## config.mk

```make
export PLATFORM = sky130hd
export DESIGN_NAME = sensor_smoothing_reporter_flat
export DESIGN_NICKNAME = d
export VERILOG_FILES = /design/src/hdl/ssr_pkg.sv /design/src/hdl/ssr_if.sv /design/src/hdl/ssr_conv.sv /design/src/hdl/ssr_div.sv /design/src/hdl/sensor_smoothing_reporter.sv /design/src/flat_wrapper.sv
export SDC_FILE = /design/constraint.sdc
export NUM_CORES = 1
export LEC_CHECK = 0
export ABC_AREA = 1
export ABC_CLOCK_PERIOD_IN_PS = 8000
export BUFFER_PORTS_ARGS = -buffer_cell sky130_fd_sc_hd__buf_4
export CAP_MARGIN = 20
export CORE_MARGIN = 3
export CORE_UTILIZATION = 40
export CTS_CLUSTER_DIAMETER = 120
export CTS_CLUSTER_SIZE = 12
export DETAILED_ROUTE_END_ITERATION = 16
export GPL_TIMING_DRIVEN = 1
export SLEW_MARGIN = 20
export SYNTH_ARGS = -nofsm -noshare
export SYNTH_HDL_FRONTEND = slang
export SYNTH_SLANG_ARGS = --single-unit
```

## constraint.sdc

```tcl
create_clock -name clock -period 8 [get_ports clock]
set_input_delay 1.6 -clock clock [delete_from_list [all_inputs] [get_ports clock]]
set_output_delay 1.6 -clock clock [all_outputs]
set_load 0.02 [all_outputs]
```

## src/hdl/ssr_pkg.sv

```systemverilog
// Shared constants, register codes and types of the sensor smoothing reporter.
`timescale 1ns / 1ps

package ssr_pkg;

   // Raw converter sample width and configuration register width.
   localparam int SAMPLE_BITS = 10;
   localparam int CFG_BITS    = 8;

   // Result widths: temperature in signed degrees, battery in tenths of a volt.
   localparam int TEMP_BITS   = 10;
   localparam int BATT_BITS   = 10;
   localparam int AVG_B_BITS  = 11;

   // Temperature conversion: (raw*330 - 50*2^SAMPLE_BITS) / 2^SAMPLE_BITS.
   localparam int TEMP_GAIN     = 330;
   localparam int TEMP_OFFSET   = 50;
   localparam int TEMP_PROD_BITS = SAMPLE_BITS + 9;
   localparam int TEMP_DIFF_BITS = TEMP_PROD_BITS + 1;

   // Battery conversion: quotient of a sample by 255.
   localparam int BATT_SUM_BITS = SAMPLE_BITS + 1;
   localparam int BATT_Q_BITS   = BATT_SUM_BITS - 8;

   // Smoothing numerator and shared divider widths.
   localparam int NUM_BITS     = 20;
   localparam int DIV_CNT_BITS = $clog2(NUM_BITS);

   // Configuration register indexes.
   localparam int CSR_IDX_BITS = 2;
   localparam logic [CSR_IDX_BITS-1:0] REG_REPORT_CYCLE = 2'd0;
   localparam logic [CSR_IDX_BITS-1:0] REG_SMOOTHING    = 2'd1;
   localparam logic [CSR_IDX_BITS-1:0] REG_BATT_SCALE   = 2'd2;

   // Configuration reset values.
   localparam logic [CFG_BITS-1:0] REPORT_CYCLE_RESET = 8'd1;
   localparam logic [CFG_BITS-1:0] SMOOTHING_RESET    = 8'd8;
   localparam logic [CFG_BITS-1:0] BATT_SCALE_RESET   = 8'd33;

   // Status of the shared divider as seen by the sequencer.
   typedef struct packed {
      logic busy;
      logic done;
   } div_status_type;

endpackage

```

## src/hdl/ssr_if.sv

```systemverilog
// Valid/ready channel interfaces for sample beats and report beats.
`timescale 1ns / 1ps

interface ssr_req_if;
   logic                               valid;
   logic                               ready;
   logic [ssr_pkg::SAMPLE_BITS-1:0]    temp_sample;
   logic [ssr_pkg::SAMPLE_BITS-1:0]    batt_sample;

   modport source (output valid, output temp_sample, output batt_sample, input ready);
   modport sink   (input valid, input temp_sample, input batt_sample, output ready);
endinterface

interface ssr_rsp_if;
   logic                               valid;
   logic                               ready;
   logic signed [ssr_pkg::TEMP_BITS-1:0] temp_celsius;
   logic [ssr_pkg::BATT_BITS-1:0]      battery_tenths;

   modport source (output valid, output temp_celsius, output battery_tenths, input ready);
   modport sink   (input valid, input temp_celsius, input battery_tenths, output ready);
endinterface

```

## src/hdl/ssr_conv.sv

```systemverilog
// Conversion of raw samples to degrees Celsius and tenths of a volt.
`timescale 1ns / 1ps

module ssr_conv (
   input  logic [ssr_pkg::SAMPLE_BITS-1:0]    temp_sample,
   input  logic [ssr_pkg::SAMPLE_BITS-1:0]    batt_sample,
   input  logic [ssr_pkg::CFG_BITS-1:0]       batt_scale,
   output logic signed [ssr_pkg::TEMP_BITS-1:0] temp_value,
   output logic [ssr_pkg::BATT_BITS-1:0]      batt_value
);

   localparam int TPB = ssr_pkg::TEMP_PROD_BITS;
   localparam int TDB = ssr_pkg::TEMP_DIFF_BITS;
   localparam int SB  = ssr_pkg::SAMPLE_BITS;
   localparam logic signed [TDB-1:0] OFFSET_SCALED =
      TDB'(ssr_pkg::TEMP_OFFSET * (1 << SB));

   logic [TPB-1:0]                 temp_prod;
   logic signed [TDB-1:0]          temp_diff;
   logic signed [TDB-1:0]          temp_shift;
   logic signed [TDB-1:0]          temp_trunc;
   logic [ssr_pkg::BATT_SUM_BITS-1:0] batt_sum;
   logic [ssr_pkg::BATT_Q_BITS-1:0]   batt_quot;
   logic [ssr_pkg::BATT_Q_BITS+ssr_pkg::CFG_BITS-1:0] batt_prod;

   // Temperature: scale, remove the offset, divide by the full scale toward zero.
   always_comb begin
      temp_prod  = TPB'(temp_sample) * TPB'(ssr_pkg::TEMP_GAIN);
      temp_diff  = $signed({1'b0, temp_prod}) - OFFSET_SCALED;
      temp_shift = temp_diff >>> SB;
      if (temp_diff[TDB-1] && (temp_diff[SB-1:0] != '0)) begin
         temp_trunc = temp_shift + TDB'(1);
      end else begin
         temp_trunc = temp_shift;
      end
      temp_value = temp_trunc[ssr_pkg::TEMP_BITS-1:0];
   end

   // Battery: floor(raw / 255) by the reciprocal identity (x + x/256 + 1) / 256, times the scale.
   always_comb begin
      batt_sum   = ssr_pkg::BATT_SUM_BITS'(batt_sample)
                 + ssr_pkg::BATT_SUM_BITS'(batt_sample >> 8)
                 + ssr_pkg::BATT_SUM_BITS'(1);
      batt_quot  = batt_sum[ssr_pkg::BATT_SUM_BITS-1:8];
      batt_prod  = (ssr_pkg::BATT_Q_BITS+ssr_pkg::CFG_BITS)'(batt_quot)
                 * (ssr_pkg::BATT_Q_BITS+ssr_pkg::CFG_BITS)'(batt_scale);
      batt_value = batt_prod[ssr_pkg::BATT_BITS-1:0];
   end

endmodule

```

## src/hdl/ssr_div.sv

```systemverilog
// Shared restoring divider: one quotient bit per cycle.
`timescale 1ns / 1ps

module ssr_div (
   input  logic                            clock,
   input  logic                            reset,
   input  logic                            start,
   input  logic [ssr_pkg::NUM_BITS-1:0]    dividend,
   input  logic [ssr_pkg::CFG_BITS-1:0]    divisor,
   output ssr_pkg::div_status_type         status,
   output logic [ssr_pkg::NUM_BITS-1:0]    quotient
);

   localparam int NB = ssr_pkg::NUM_BITS;
   localparam int CB = ssr_pkg::CFG_BITS;
   localparam int KB = ssr_pkg::DIV_CNT_BITS;

   logic          busy_ff, busy_in;
   logic          done_ff, done_in;
   logic [KB-1:0] cnt_ff, cnt_in;
   logic [NB-1:0] work_ff, work_in;
   logic [CB-1:0] rem_ff, rem_in;
   logic [CB-1:0] dsr_ff, dsr_in;
   logic [CB:0]   rem_shift;
   logic [CB:0]   rem_diff;
   logic          fits;

   // One shift-and-subtract step; the dividend shifts out as quotient bits shift in.
   always_comb begin
      rem_shift = {rem_ff, work_ff[NB-1]};
      rem_diff  = rem_shift - {1'b0, dsr_ff};
      fits      = (rem_shift >= {1'b0, dsr_ff});
      busy_in   = busy_ff;
      done_in   = 1'b0;
      cnt_in    = cnt_ff;
      work_in   = work_ff;
      rem_in    = rem_ff;
      dsr_in    = dsr_ff;
      if (start) begin
         busy_in = 1'b1;
         cnt_in  = '0;
         work_in = dividend;
         rem_in  = '0;
         dsr_in  = divisor;
      end else if (busy_ff) begin
         work_in = {work_ff[NB-2:0], fits};
         rem_in  = fits ? rem_diff[CB-1:0] : rem_shift[CB-1:0];
         cnt_in  = cnt_ff + KB'(1);
         if (cnt_ff == KB'(NB - 1)) begin
            busy_in = 1'b0;
            done_in = 1'b1;
         end
      end
   end

   always_ff @(posedge clock) begin
      if (reset) begin
         busy_ff <= 1'b0;
         done_ff <= 1'b0;
         cnt_ff  <= '0;
      end else begin
         busy_ff <= busy_in;
         done_ff <= done_in;
         cnt_ff  <= cnt_in;
      end
      work_ff <= work_in;
      rem_ff  <= rem_in;
      dsr_ff  <= dsr_in;
   end

   assign status.busy = busy_ff;
   assign status.done = done_ff;
   assign quotient    = work_ff;

endmodule

```

## src/hdl/sensor_smoothing_reporter.sv

```systemverilog
// Each tick but the first makes two 20-step passes of the shared divider, temperature then
// battery; the input takes no new sample beat until the tick is finished.
// The first tick after reset loads the averages directly, without the divider.
// A pending report waits in the output register; beats are taken till another report is due.
// Reset is synchronous and active high; it restores configuration and control registers, clears the averages.
`timescale 1ns / 1ps

module sensor_smoothing_reporter (
   input  logic                                clock,
   input  logic                                reset,
   ssr_req_if.sink                             req_if,
   ssr_rsp_if.source                           rsp_if,
   input  logic                                csr_wen,
   input  logic [ssr_pkg::CSR_IDX_BITS-1:0]    csr_index,
   input  logic [ssr_pkg::CFG_BITS-1:0]        csr_wdata
);

   localparam int NB = ssr_pkg::NUM_BITS;
   localparam int CB = ssr_pkg::CFG_BITS;
   localparam int TB = ssr_pkg::TEMP_BITS;
   localparam int BB = ssr_pkg::BATT_BITS;
   localparam int AB = ssr_pkg::AVG_B_BITS;

   localparam int STATE_BITS = 3;
   localparam logic [STATE_BITS-1:0] S_IDLE   = 3'd0;
   localparam logic [STATE_BITS-1:0] S_LOAD_T = 3'd1;
   localparam logic [STATE_BITS-1:0] S_DIV_T  = 3'd2;
   localparam logic [STATE_BITS-1:0] S_LOAD_B = 3'd3;
   localparam logic [STATE_BITS-1:0] S_DIV_B  = 3'd4;
   localparam logic [STATE_BITS-1:0] S_FINISH = 3'd5;

   logic [STATE_BITS-1:0]  state_ff, state_in;
   logic [CB-1:0]          report_cycle_ff, report_cycle_in;
   logic [CB-1:0]          smoothing_ff, smoothing_in;
   logic [CB-1:0]          batt_scale_ff, batt_scale_in;
   logic signed [TB-1:0]   avg_t_ff, avg_t_in;
   logic [AB-1:0]          avg_b_ff, avg_b_in;
   logic [CB-1:0]          tick_ff, tick_in;
   logic                   first_ff, first_in;
   logic signed [TB-1:0]   next_t_ff, next_t_in;
   logic [BB-1:0]          next_b_ff, next_b_in;
   logic                   neg_ff, neg_in;
   logic                   valid_ff, valid_in;
   logic signed [TB-1:0]   out_t_ff, out_t_in;
   logic [BB-1:0]          out_b_ff, out_b_in;

   logic signed [TB-1:0]   conv_t;
   logic [BB-1:0]          conv_b;
   logic                   accept;
   logic [CB-1:0]          s_eff;
   logic [CB-1:0]          s_minus;
   logic signed [NB-1:0]   prev_sel;
   logic signed [NB-1:0]   next_sel;
   logic signed [NB-1:0]   numer;
   logic [NB-1:0]          numer_mag;
   logic                   div_start;
   ssr_pkg::div_status_type div_st;
   logic [NB-1:0]          quot;
   logic [NB-1:0]          quot_signed;
   logic [CB:0]            next_count;
   logic                   report;
   logic                   out_free;

   // Raw sample conversion.
   ssr_conv u_conv (
      .temp_sample (req_if.temp_sample),
      .batt_sample (req_if.batt_sample),
      .batt_scale  (batt_scale_ff),
      .temp_value  (conv_t),
      .batt_value  (conv_b)
   );

   // Shared divider for both smoothing quotients.
   ssr_div u_div (
      .clock    (clock),
      .reset    (reset),
      .start    (div_start),
      .dividend (numer_mag),
      .divisor  (s_eff),
      .status   (div_st),
      .quotient (quot)
   );

   assign accept        = req_if.valid && req_if.ready;
   assign req_if.ready  = (state_ff == S_IDLE);
   assign rsp_if.valid  = valid_ff;
   assign rsp_if.temp_celsius   = out_t_ff;
   assign rsp_if.battery_tenths = out_b_ff;
   assign out_free      = !valid_ff || rsp_if.ready;

   // Smoothing numerator ((s-1)*prev + next + s/2) for the channel in turn.
   always_comb begin
      s_eff   = (smoothing_ff == '0) ? CB'(1) : smoothing_ff;
      s_minus = s_eff - CB'(1);
      if (state_ff == S_LOAD_B) begin
         prev_sel = $signed({{(NB-AB){1'b0}}, avg_b_ff});
         next_sel = $signed({{(NB-BB){1'b0}}, next_b_ff});
      end else begin
         prev_sel = $signed({{(NB-TB){avg_t_ff[TB-1]}}, avg_t_ff});
         next_sel = $signed({{(NB-TB){next_t_ff[TB-1]}}, next_t_ff});
      end
      numer     = $signed({{(NB-CB){1'b0}}, s_minus}) * prev_sel + next_sel
                + $signed({{(NB-CB){1'b0}}, s_eff >> 1});
      numer_mag = numer[NB-1] ? NB'(-numer) : NB'(numer);
      quot_signed = neg_ff ? NB'(-quot) : quot;
   end

   // Report test on the incremented tick count.
   always_comb begin
      next_count = {1'b0, tick_ff} + (CB+1)'(1);
      report     = (next_count >= {1'b0, report_cycle_ff});
   end

   // Configuration writes; unknown indexes are ignored.
   always_comb begin
      report_cycle_in = report_cycle_ff;
      smoothing_in    = smoothing_ff;
      batt_scale_in   = batt_scale_ff;
      if (csr_wen) begin
         unique case (csr_index)
            ssr_pkg::REG_REPORT_CYCLE: report_cycle_in = csr_wdata;
            ssr_pkg::REG_SMOOTHING:    smoothing_in    = csr_wdata;
            ssr_pkg::REG_BATT_SCALE:   batt_scale_in   = csr_wdata;
            default: ;
         endcase
      end
   end

   // Sequencer: convert, smooth temperature, smooth battery (or load both on the first tick), count and report.
   always_comb begin
      state_in  = state_ff;
      avg_t_in  = avg_t_ff;
      avg_b_in  = avg_b_ff;
      tick_in   = tick_ff;
      first_in  = first_ff;
      next_t_in = next_t_ff;
      next_b_in = next_b_ff;
      neg_in    = neg_ff;
      div_start = 1'b0;
      valid_in  = valid_ff && !rsp_if.ready;
      out_t_in  = out_t_ff;
      out_b_in  = out_b_ff;
      unique case (state_ff)
         S_IDLE: begin
            if (accept) begin
               next_t_in = conv_t;
               next_b_in = conv_b;
               state_in  = S_LOAD_T;
            end
         end
         S_LOAD_T: begin
            first_in = 1'b0;
            if (first_ff) begin
               avg_t_in = next_t_ff;
               avg_b_in = AB'(next_b_ff);
               state_in = S_FINISH;
            end else begin
               div_start = 1'b1;
               neg_in    = numer[NB-1];
               state_in  = S_DIV_T;
            end
         end
         S_DIV_T: begin
            if (div_st.done) begin
               avg_t_in = quot_signed[TB-1:0];
               state_in = S_LOAD_B;
            end
         end
         S_LOAD_B: begin
            div_start = 1'b1;
            neg_in    = numer[NB-1];
            state_in  = S_DIV_B;
         end
         S_DIV_B: begin
            if (div_st.done) begin
               avg_b_in = quot_signed[AB-1:0];
               state_in = S_FINISH;
            end
         end
         S_FINISH: begin
            if (!report) begin
               tick_in  = next_count[CB-1:0];
               state_in = S_IDLE;
            end else if (out_free) begin
               tick_in  = '0;
               valid_in = 1'b1;
               out_t_in = avg_t_ff;
               out_b_in = avg_b_ff[BB-1:0];
               state_in = S_IDLE;
            end
         end
         default: begin
            state_in = S_IDLE;
         end
      endcase
   end

   always_ff @(posedge clock) begin
      if (reset) begin
         state_ff        <= S_IDLE;
         report_cycle_ff <= ssr_pkg::REPORT_CYCLE_RESET;
         smoothing_ff    <= ssr_pkg::SMOOTHING_RESET;
         batt_scale_ff   <= ssr_pkg::BATT_SCALE_RESET;
         avg_t_ff        <= '0;
         avg_b_ff        <= '0;
         tick_ff         <= '0;
         first_ff        <= 1'b1;
         valid_ff        <= 1'b0;
      end else begin
         state_ff        <= state_in;
         report_cycle_ff <= report_cycle_in;
         smoothing_ff    <= smoothing_in;
         batt_scale_ff   <= batt_scale_in;
         avg_t_ff        <= avg_t_in;
         avg_b_ff        <= avg_b_in;
         tick_ff         <= tick_in;
         first_ff        <= first_in;
         valid_ff        <= valid_in;
      end
      next_t_ff <= next_t_in;
      next_b_ff <= next_b_in;
      neg_ff    <= neg_in;
      out_t_ff  <= out_t_in;
      out_b_ff  <= out_b_in;
   end

   // The divider only runs while the sequencer waits on it.
   a_div_busy_state: assert property (@(posedge clock) disable iff (reset)
      div_st.busy |-> (state_ff == S_DIV_T || state_ff == S_DIV_B))
      else $error("divider busy outside a divide state");

   a_div_done_state: assert property (@(posedge clock) disable iff (reset)
      div_st.done |-> (state_ff == S_DIV_T || state_ff == S_DIV_B))
      else $error("divider result arrived outside a divide state");

   // A sample beat closes the input until its tick is finished.
   a_accept_closes: assert property (@(posedge clock) disable iff (reset)
      accept |=> !req_if.ready)
      else $error("input stayed open after a sample beat");

   // The first-tick flag clears only when the first tick loads the averages.
   a_first_clear: assert property (@(posedge clock) disable iff (reset)
      $fell(first_ff) |-> ($past(state_ff) == S_LOAD_T))
      else $error("first-tick flag cleared outside the load step");

   // A report restarts the tick count.
   a_report_clears_count: assert property (@(posedge clock) disable iff (reset)
      (state_ff == S_FINISH && report && out_free) |=> (tick_ff == '0 && valid_ff))
      else $error("report did not restart the tick count");

endmodule

```

## src/flat_wrapper.sv

```systemverilog
// flat-port wrapper written by rule: the top's interface ports become plain ports
module sensor_smoothing_reporter_flat 
  (clock, reset, csr_wen, csr_index, csr_wdata, req_if_valid, req_if_temp_sample, req_if_batt_sample, req_if_ready, rsp_if_valid, rsp_if_temp_celsius, rsp_if_battery_tenths, rsp_if_ready);
  ssr_req_if req_if_i ();
  ssr_rsp_if rsp_if_i ();
  input  logic clock;
  input  logic reset;
  input  logic csr_wen;
  input  logic [ssr_pkg::CSR_IDX_BITS-1:0] csr_index;
  input  logic [ssr_pkg::CFG_BITS-1:0] csr_wdata;
  input wire logic [$bits(req_if_i.valid)-1:0] req_if_valid;
  input wire logic [$bits(req_if_i.temp_sample)-1:0] req_if_temp_sample;
  input wire logic [$bits(req_if_i.batt_sample)-1:0] req_if_batt_sample;
  output wire logic [$bits(req_if_i.ready)-1:0] req_if_ready;
  output wire logic [$bits(rsp_if_i.valid)-1:0] rsp_if_valid;
  output wire logic [$bits(rsp_if_i.temp_celsius)-1:0] rsp_if_temp_celsius;
  output wire logic [$bits(rsp_if_i.battery_tenths)-1:0] rsp_if_battery_tenths;
  input wire logic [$bits(rsp_if_i.ready)-1:0] rsp_if_ready;
  assign req_if_i.valid = req_if_valid;
  assign req_if_i.temp_sample = req_if_temp_sample;
  assign req_if_i.batt_sample = req_if_batt_sample;
  assign req_if_ready = req_if_i.ready;
  assign rsp_if_valid = rsp_if_i.valid;
  assign rsp_if_temp_celsius = rsp_if_i.temp_celsius;
  assign rsp_if_battery_tenths = rsp_if_i.battery_tenths;
  assign rsp_if_i.ready = rsp_if_ready;
  sensor_smoothing_reporter u_core (.clock(clock), .reset(reset), .req_if(req_if_i), .rsp_if(rsp_if_i), .csr_wen(csr_wen), .csr_index(csr_index), .csr_wdata(csr_wdata));
endmodule
```

==> metrics.cfg <==
[finish]
fill_cells = 3452
area_growth_pct = 10.8
final_nets = 2146
multi_input_area_mm2 = 0.00893
drive_gt1_frac = 0.0836
n_antenna_cell = 0
seqCellArea_mm2 = 0.00353

[synth]
yosysUniqueCellTypes = 53
post_synth_inst_count = 1807
yosysWarnings = 0
yosys.area.top_type = fa_1
synth_commonest_cells = 406 x nand2_1, 375 x inv_1, 145 x nor2_1
synth-edff-count = 69
seq_area_frac_synth = 0.251
syn-cell-area_mm2 = 0.0141
synth.top_cell.area_share = 0.165
synth_seq_cells = 142
synthArstFlopShare = 0
synthFlopType = dfxtp_1
synth_nets = 2099
yosysMostFrequentCell = nand2_1
synth.avg_cell_area_um2 = 7.78
synth_area_leaders = fa_1 17%, edfxtp_1 15%, ha_1 13%

[clock_tree]
post_cts_buffers = 0
cts_buffers = 17
insertion_delay_ns = 0.43
ctsResizeCount = 0
clk_pin_slew_ns = 0.07
cts_max_level = 4
hold_buffers = 0
cts_tree = done
cts.sinks = 142
root_buffer = clkbuf_16
clockBufferDepth = 2

[setup_path]
endpoint_kind = register
cp_slowest_cell = fa_1
rrSetupSlack_ns = 0.77
cp_max_fo = 19
path_class = reg2reg
slowest_delay_ns = 0.54
startpoint_type = register
crit_top_cell = nand2_1
crit_arrival_ns = 7.43
cp_data_required_time_ns = 8.20

[routing]
ant_nets = 0
dr.first_iter.drc_count = 685
viasPerCell = 4.91
drcViolationCount = 0
vias = 11400
first_pass_iters = 5
drt_wl_total_um = 33500
wl_per_cell_um = 14.4

[die]
die_x_um = 194
initial_core_util = 0.406
coreArea_mm2 = 0.0346
die_h_um = 194
ioPinCount = 57
fp-row-count = 68
die_area_mm2 = 0.0375

[global_routing]
grt_pass1_wl_um = 55800
grt_pass1_vias = 11400
gr-usage-met1 = 0.243
antenna_found_initial = 0
gr-total-overflow = 0
use_met2 = 0.303
use_met3 = 0.0277
track_usage = 0.181
grt_max_degree = 44
grt-busiest-layer = met2

[sta]
fin_crit_sh = 0.904
setup_violations = 0
worst_pin_slew_ns = 0.972
setup_tns_ns = 0
max_freq_ghz = 0.138
finClkSkew_ns = 0.0139
rsz0062_at_grt = false
slew_violations = 0
timing_hold_violations_final = 0
relSlewSlack = 0.345
min_period_ns = 7.23

[placed_design]
gp_congestion = 0.909
port_buffers = 56
dp_hpwl_um = 27500

[status]
status = finished, final reports clean

[run]
maxCapViolations = 0

[worst_hold_path]
worstHoldPathType = reg2reg

==> registers in the layout (all words and copies together), names as in the netlist <==
name and cells:
u_core.first_ff 1, u_core.state_ff 3, u_core.u_div.cnt_ff 5, u_core.rsp_if.valid 1, u_core.tick_ff 8, u_core.rsp_if.temp_celsius 10
u_core.u_div.quotient 20, u_core.smoothing_ff 8, u_core.rsp_if.battery_tenths 10, u_core.u_div.busy_ff 1, u_core.next_b_ff 10, u_core.neg_ff 1
u_core.u_div.rem_ff 8, u_core.batt_scale_ff 8, u_core.avg_b_ff 11, u_core.u_div.dsr_ff 8, u_core.u_div.done_ff 1, u_core.next_t_ff 10
u_core.avg_t_ff 10, u_core.report_cycle_ff 8
==> final cells by class <==
class / count / share of cell area
inverter: 382 / 0.0920
clock inverter: 12 / 0.00907
multi-input combinational: 1246 / 0.573
sequential: 142 / 0.227
tap: 455 / 0.0365
clock buffer: 20 / 0.0308
timing repair buffer: 65 / 0.0313
==> layer usage <==
layer | part of all wire | wire (µm) | up-vias
li1 | - | - | 5762
met1 | 0.47 | 15800 | 5407
met2 | 0.47 | 15700 | 193
met3 | 0.034 | 1150 | 45
met4 | 0.026 | 856 | 0
met5 | 0 | 0 | -
==> worst max-delay path, delay by kind of cell (launching register included) <==
family	cells	cell delay, ns
adders and majority gates	7	3.08
and+or+nand+nor	15	1.75
buffers and inverters	7	0.78
xor gates and xnor gates	2	0.66
DFF	1	0.36
AOI/OAI and AO/OA	2	0.36
==> cells by family after synthesis <==
group | share of synthesized area
multiplexers | 0.00213
adder cells (fa/ha/maj) | 0.291
buffers and inverters | 0.114
AND/OR/NAND/NOR | 0.218
AO/OA/AOI/OAI | 0.0855
XOR/XNOR | 0.0392
flip-flops | 0.251
==> final timing paths <==
path                            cells past startpoint                    from                               to
worst min-delay path                                0      u_core.avg_b_ff[6]  u_core.rsp_if.battery_tenths[6]
worst max-delay path                               33  u_core.smoothing_ff[3]         u_core.u_div.quotient[5]
worst max register to register                     33  u_core.smoothing_ff[3]         u_core.u_div.quotient[5]
worst min register to register                      0      u_core.avg_b_ff[6]  u_core.rsp_if.battery_tenths[6]
==> placed cells by master, fill, tap and decap left out, types with 36 or more instances in the layout <==
cell / n
buf_4: 65
nand3_1: 74
inv_1: 374
edfxtp_1: 69
fa_1: 116
nand2_1: 406
nor2_1: 145
dfxtp_1: 73
xor2_1: 36
o21ai_0: 68
a21oi_1: 97
ha_1: 141
==> through the flow <==
stage / hold slack [ns] / instances / setup WS, ns / utilization / cell area, µm²
detailed placement: 0.421 / 2290 / 0.755 / 0.432 / 15000
CTS: 0.438 / 2322 / 0.743 / 0.450 / 15600
finish: 0.436 / 2322 / 0.766 / 0.450 / 15600
global route: 0.451 / 2322 / 0.141 / 0.450 / 15600
global placement: 0.424 / 2290 / 0.898 / 0.432 / 15000
floorplan: 0.408 / 1807 / 1.63 / - / 14100
Power is left out: the tool's default activity adds up to more than one toggle a clock period on the data nets, which glitch-free logic cannot reach.
